File: src/sv/swpr_pkg.sv
`timescale 1ns / 1ps
`default_nettype none

package swpr_pkg;

  // Default ring depth
  localparam int unsigned RING_DEPTH_DEF = 1024;

  // Field widths
  localparam int unsigned TIME_W  = 24;
  localparam int unsigned CFG_W   = 16;
  localparam int unsigned COUNT_W = 11;
  localparam int unsigned CFG_IDX_W = 1;

  // Largest ring depth for which the checker's output assertions are enabled
  localparam int unsigned MAX_COUNT = 1024;

  // Register reset values
  localparam logic [CFG_W-1:0] WIN_RESET = 16'd1000;
  localparam logic [CFG_W-1:0] CAP_RESET = 16'd1;

  // Register indexes
  localparam logic [CFG_IDX_W-1:0] CFG_IDX_WINDOW = 1'b0;
  localparam logic [CFG_IDX_W-1:0] CFG_IDX_CAP    = 1'b1;

  typedef enum logic [3:0] {
    ST_IDLE,
    ST_LOAD,
    ST_FULL_CHK,
    ST_PUSH,
    ST_POP_WAIT,
    ST_POP_CHK,
    ST_PEAK,
    ST_DIV,
    ST_DONE
  } swpr_state_e;

  // Divider status toward the sequencer
  typedef struct packed {
    logic done;
    logic rem_nonzero;
  } swpr_div_stat_t;

endpackage

`default_nettype wire

File: src/sv/swpr_divider.sv
`timescale 1ns / 1ps
`default_nettype none

module swpr_divider #(
  parameter int unsigned W = 11
) (
  input  wire logic                      clk_i,
  input  wire logic                      rst_ni,
  input  wire logic                      start_i,
  input  wire logic [W-1:0]              dividend_i,
  input  wire logic [swpr_pkg::CFG_W-1:0] divisor_i,
  output swpr_pkg::swpr_div_stat_t       stat_o,
  output logic      [W-1:0]              quotient_o
);
  import swpr_pkg::*;

  localparam int unsigned CNT_W = $clog2(W + 1);

  logic             busy_q, busy_d;
  logic             done_q, done_d;
  logic [CNT_W-1:0] cnt_q, cnt_d;
  logic [W-1:0]     quo_q, quo_d;
  logic [CFG_W-1:0] rem_q, rem_d;

  logic [CFG_W:0]   shifted;
  logic [CFG_W:0]   diff;
  logic             fits;

  // One restoring step: shift in next dividend bit, trial subtract
  always_comb begin
    shifted = {rem_q, quo_q[W-1]};
    diff    = shifted - {1'b0, divisor_i};
    fits    = (shifted >= {1'b0, divisor_i});
  end

  always_comb begin
    busy_d = busy_q;
    done_d = 1'b0;
    cnt_d  = cnt_q;
    quo_d  = quo_q;
    rem_d  = rem_q;
    if (start_i) begin
      busy_d = 1'b1;
      cnt_d  = CNT_W'(W);
      quo_d  = dividend_i;
      rem_d  = '0;
    end else if (busy_q) begin
      quo_d = {quo_q[W-2:0], fits};
      rem_d = fits ? diff[CFG_W-1:0] : shifted[CFG_W-1:0];
      cnt_d = cnt_q - CNT_W'(1);
      if (cnt_q == CNT_W'(1)) begin
        busy_d = 1'b0;
        done_d = 1'b1;
      end
    end
  end

  always_ff @(posedge clk_i or negedge rst_ni) begin
    if (!rst_ni) begin
      busy_q <= 1'b0;
      done_q <= 1'b0;
      cnt_q  <= '0;
    end else begin
      busy_q <= busy_d;
      done_q <= done_d;
      cnt_q  <= cnt_d;
    end
  end

  always_ff @(posedge clk_i) begin
    quo_q <= quo_d;
    rem_q <= rem_d;
  end

  assign quotient_o         = quo_q;
  assign stat_o.done        = done_q;
  assign stat_o.rem_nonzero = (rem_q != '0);

endmodule

`default_nettype wire

File: config.mk
export PLATFORM = sky130hd
export DESIGN_NAME = swpr_divider
export DESIGN_NICKNAME = d
export VERILOG_FILES = /design/src/sv/swpr_pkg.sv /design/src/sv/swpr_divider.sv
export SDC_FILE = /design/constraint.sdc
export NUM_CORES = 1
export LEC_CHECK = 0
export BUFFER_PORTS_ARGS = -buffer_cell sky130_fd_sc_hd__buf_2
export CORE_MARGIN = 3
export CORE_UTILIZATION = 57
export CTS_CLUSTER_DIAMETER = 200
export CTS_CLUSTER_SIZE = 28
export DETAILED_ROUTE_END_ITERATION = 8
export PLACE_DENSITY_LB_ADDON = 0.25
export SLEW_MARGIN = 20
export SYNTH_ARGS = -nofsm -noshare
export SYNTH_HDL_FRONTEND = slang
export SYNTH_SLANG_ARGS = --single-unit
File: constraint.sdc
create_clock -name clk_i -period 3.11 [get_ports clk_i]
set_input_delay 0.4665 -clock clk_i [delete_from_list [all_inputs] [get_ports clk_i]]
set_output_delay 0.4665 -clock clk_i [all_outputs]
set_load 0.05 [all_outputs]
==> metrics.md <==
| Metric | Value |
|---|---|
| Run status | `completed` |
| Data required, critical path | `3280 ps` |
| Final Slew Violations | `0` |
| Worst VDD drop | `around 0.33 mV` |
| Hold slack final | `467 ps` |
| Logic gate share of total power | `0.264` |
| First-pass GRT wire length | `9.22 mm` |
| Share of synthesized area occupied by flip-flops and latches | `0.318` |
| Switching share of total power | `0.324` |
| Psw | `0.350 mW` |
| Vias in the first global route | `2017` |
| Pin count of the biggest net entering global routing | `35` |
| Total area of multi-input combinational cells | `1550 sq um` |
| Post-Route Skew | `6.00 ps` |
| Dominant register cell in the synthesized netlist | `sky130_fd_sc_hd__dfxtp_1` |
| Number of flops mapped to enable cells by yosys | `11` |
| Count of H-tree levels built during CTS | `2` |
| Dpl cells | `364` |
| Worst path slowest cell | `sky130_fd_sc_hd__o31ai_4` |
| Die ar. | `~5200 sq um` |
| Critical Path End Type | `register` |
| Critical Path Most Common Cell | `sky130_fd_sc_hd__a311o_1` |
| Setup total negative slack | `0 ps` |
| Hold crit path type | `in -> reg` |
| Critical path peak fanout | `10` |
| Final setup viols | `0` |
| Mean instance size in the synthesized netlist | `a little under 9 sq um` |
| Yosys warnings | `0` |
| Tcrit/Tclk final | `0.865` |
| Number of port buffers | `42` |
| Leak Pwr | `approximately 1.3 nW` |
| Post-detail-place hpwl | `roughly 4.1 mm` |
| Fraction of layout instances using a drive strength above 1 | `0.232` |
| Storage element area | `801 sq um` |
| Power density over the cells | `383 nW/um^2` |
| Sequential fraction of design power | `0.456` |
| Max Cap Viol | `0` |
| Cell count after synthesis | `282` |
| Number of buffers added by the clock tree synthesis step | `5` |
| Floorplan Core Area | `4120 sq um` |
| Final hold vios | `0` |
| Die boundary width | `about 72 um` |
| First DRT Iteration DRCs | `149` |
| Antenna Cells | `0` |
| Starting density of the core | `0.611` |
| Detailed-routing iteration count for the pre-antenna-repair pass | `5` |
| Commonest non-fill, non-tap cell in the layout | `sky130_fd_sc_hd__buf_2` |
| Ordered list of cells on the worst path | `ha_1 -> a21oi_1 -> o21ai_1 -> a311o_1 -> o31ai_4 -> buf_4 -> nor4_1 -> a311o_1` |
| Seq cells post-synth | `33` |
| Net total in the final layout | `between 300 and 400` |
| Minimum setup slack after placement | `221 ps` |
| Die height | `72.4 um` |
| Clock transition time at the flip-flop clock pins of the worst setup and hold paths | `approximately 70 ps` |
| Count of fill cells added during filler insertion | `336` |
| Synthesized Nets | `331` |
| Internal power component | `around 0.73 mW` |
| Ys async rst share | `0.182` |
| Part of the power in the clock network | `0.280` |
| Worst skew pair latency | `280 ps` |
| Max transition margin | `0.670` |
| Fmax | `between 300 and 400 MHz` |
| Total DRC errors in the routed layout | `0` |
| RD Place Congestion | `0.841` |
| Fraction of the core area covered by cells at the end of the flow | `0.687` |
| Avg Vias per Cell | `5.92` |
| Leading cell types in the layout, fill and taps excluded | `42 x sky130_fd_sc_hd__buf_2, 33 x sky130_fd_sc_hd__nand2_1, 24 x sky130_fd_sc_hd__nor2_1, 20 x sky130_fd_sc_hd__inv_1, 18 x sky130_fd_sc_hd__ha_1` |
| Post-DR wirelength/cell | `between 15 and 20 um` |
| Synthesized cell area | `2510 sq um` |
| Endpoint arrival time on the critical path | `2860 ps` |
| Number of clock sinks | `33` |
| Type of the worst setup path | `reg -> reg` |
| Root Buffer | `sky130_fd_sc_hd__clkbuf_8` |
| TritonCTS clock tree | `done` |
| Slowest stage delay, CP | `500 ps` |
| Worst setup slack after layout | `421 ps` |
| Synthesis-to-layout area growth | `12.4%` |
| Number of placement rows | `23` |
| Tot GR Track Use | `0.222` |
| Post-route ant nets | `0` |
| Detailed Route WL | `5.61 mm` |
| Cells resized by post-CTS repair | `0` |
| Count of cell types in the netlist | `just under 60` |
| Buffer count from post-CTS setup fixing | `0` |
| Non-Filler Instances | `between 300 and 400` |
| Routed vias | `2210` |
| Number of antenna violations at the first check in global routing | `0` |
| Final critical delay including setup and external delays | `between 2000 and 3000 ps` |
| Actual transition at the worst max-transition pin | `489 ps` |
| CTS Buffer Depth | `2` |
| Category of the worst setup path launch point | `register` |
| RSZ-0062 raised after global routing | `no` |
| Boundary pin count | `43` |
| Total congestion overflow | `0` |
-- final cells by class --
type,instances,area share
multi-input combinational,213,0.548
clock buffer,5,0.0243
sequential,33,0.283
inverter,22,0.0292
clock inverter,3,0.00443
tap,50,0.0221
timing repair buffer,47,0.0885
-- state kept, by name, summed over array words and instances, names as in the netlist --
| signal | cells |
|---|---|
| rem_q | 16 |
| done_q | 1 |
| quotient_o | 11 |
| busy_q | 1 |
| cnt_q | 4 |
-- final timing paths --
check | startpoint | to | slack (ps) | cells after the start
min in group asynchronous | rst_ni | cnt_q[1] | 540 | 2
worst max-delay path | rem_q[7] | rem_q[1] | 420 | 8
worst max register to register | rem_q[7] | rem_q[1] | 420 | 8
max in group asynchronous | rst_ni | cnt_q[0] | 2430 | 2
worst min register to register | rem_q[12] | rem_q[12] | 530 | 2
worst min-delay path | dividend_i[0] | quotient_o[0] | 470 | 3
-- cell usage after synthesis (all sizes together), types with 2 or more instances --
master	n	area, sq um
buf	10	67.6
nor2b	3	18.8
inv	20	75.1
or3	2	12.5
edfxtp	11	330
xnor2	5	43.8
nand2	33	124
o31a	3	36.3
nor4	7	43.8
clkinv	2	7.51
nand4	2	12.5
mux2i	2	20.0
a311oi	10	125
dfrtp	6	150
nor3	5	25.0
o21ai	17	85.1
nand2b	4	25.0
a21o	4	30.0
ha	18	225
a21oi	15	86.3
mux2	11	128
a21boi	2	15.0
and3	3	18.8
a311o	2	20.0
o21a	5	37.5
nand3	7	35.0
a211oi	4	35.0
clkbuf	4	15.0
a211o	4	35.0
a32oi	2	17.5
dfxtp	16	320
nor2	24	90.1
o31ai	2	28.8
xor2	4	35.0
-- through the flow --
| step | total power [mW] | area (sq um) |
|---|---|---|
| after floorplan | 0.719 | 2510 |
| after global placement | 0.781 | 2740 |
| after detailed placement | 0.785 | 2740 |
| after CTS | 1.09 | 2830 |
| after global routing | 1.14 | 2830 |
| final | 1.08 | 2830 |
-- layer usage --
layer | global-route usage | up-vias | routed length [um] | part of all wire
met4 | 0.0861 | 0 | 109 | 0.019
met3 | 0.0402 | 14 | 313 | 0.056
met1 | 0.315 | 1014 | 2670 | 0.48
li1 | - | 1114 | - | -
met2 | 0.334 | 68 | 2520 | 0.45
met5 | 0 | - | 0 | 0
-- power by group through the flow --
stage | Clock [mW] | Combinational (mW) | Sequential, mW
after global routing | 0.326 | 0.314 | 0.497
after detailed placement | 0 | 0.283 | 0.502
after global placement | 0 | 0.280 | 0.502
after floorplan | 0 | 0.168 | 0.551
after CTS | 0.306 | 0.286 | 0.493
final | 0.303 | 0.286 | 0.493
-- timing repair --
action | CTS | global route
hold endpoints to repair | 6 | 0
setup endpoints to repair | 0 | 0
hold buffers | 1 | 0
-- cell families (layout without fill, tap and decap cells) --
family,count (synthesis),count (layout),share of synthesized area
AO/OA/AOI/OAI,80,80,0.260
XOR/XNOR,9,9,0.0313
adder cells (fa/ha/maj),19,19,0.0975
buffers and inverters,36,77,0.0657
flip-flops,33,33,0.318
multiplexers,13,13,0.0587
AND/OR/NAND/NOR,92,92,0.168
-- critical path: cells and delay by family (launching register included) --
family	cells	cell delay, ps
compound gates	5	1490
fa+ha+maj	1	340
buf+inv	1	260
flops	1	420
simple gates	1	60
(Power assumes the default switching activity.)
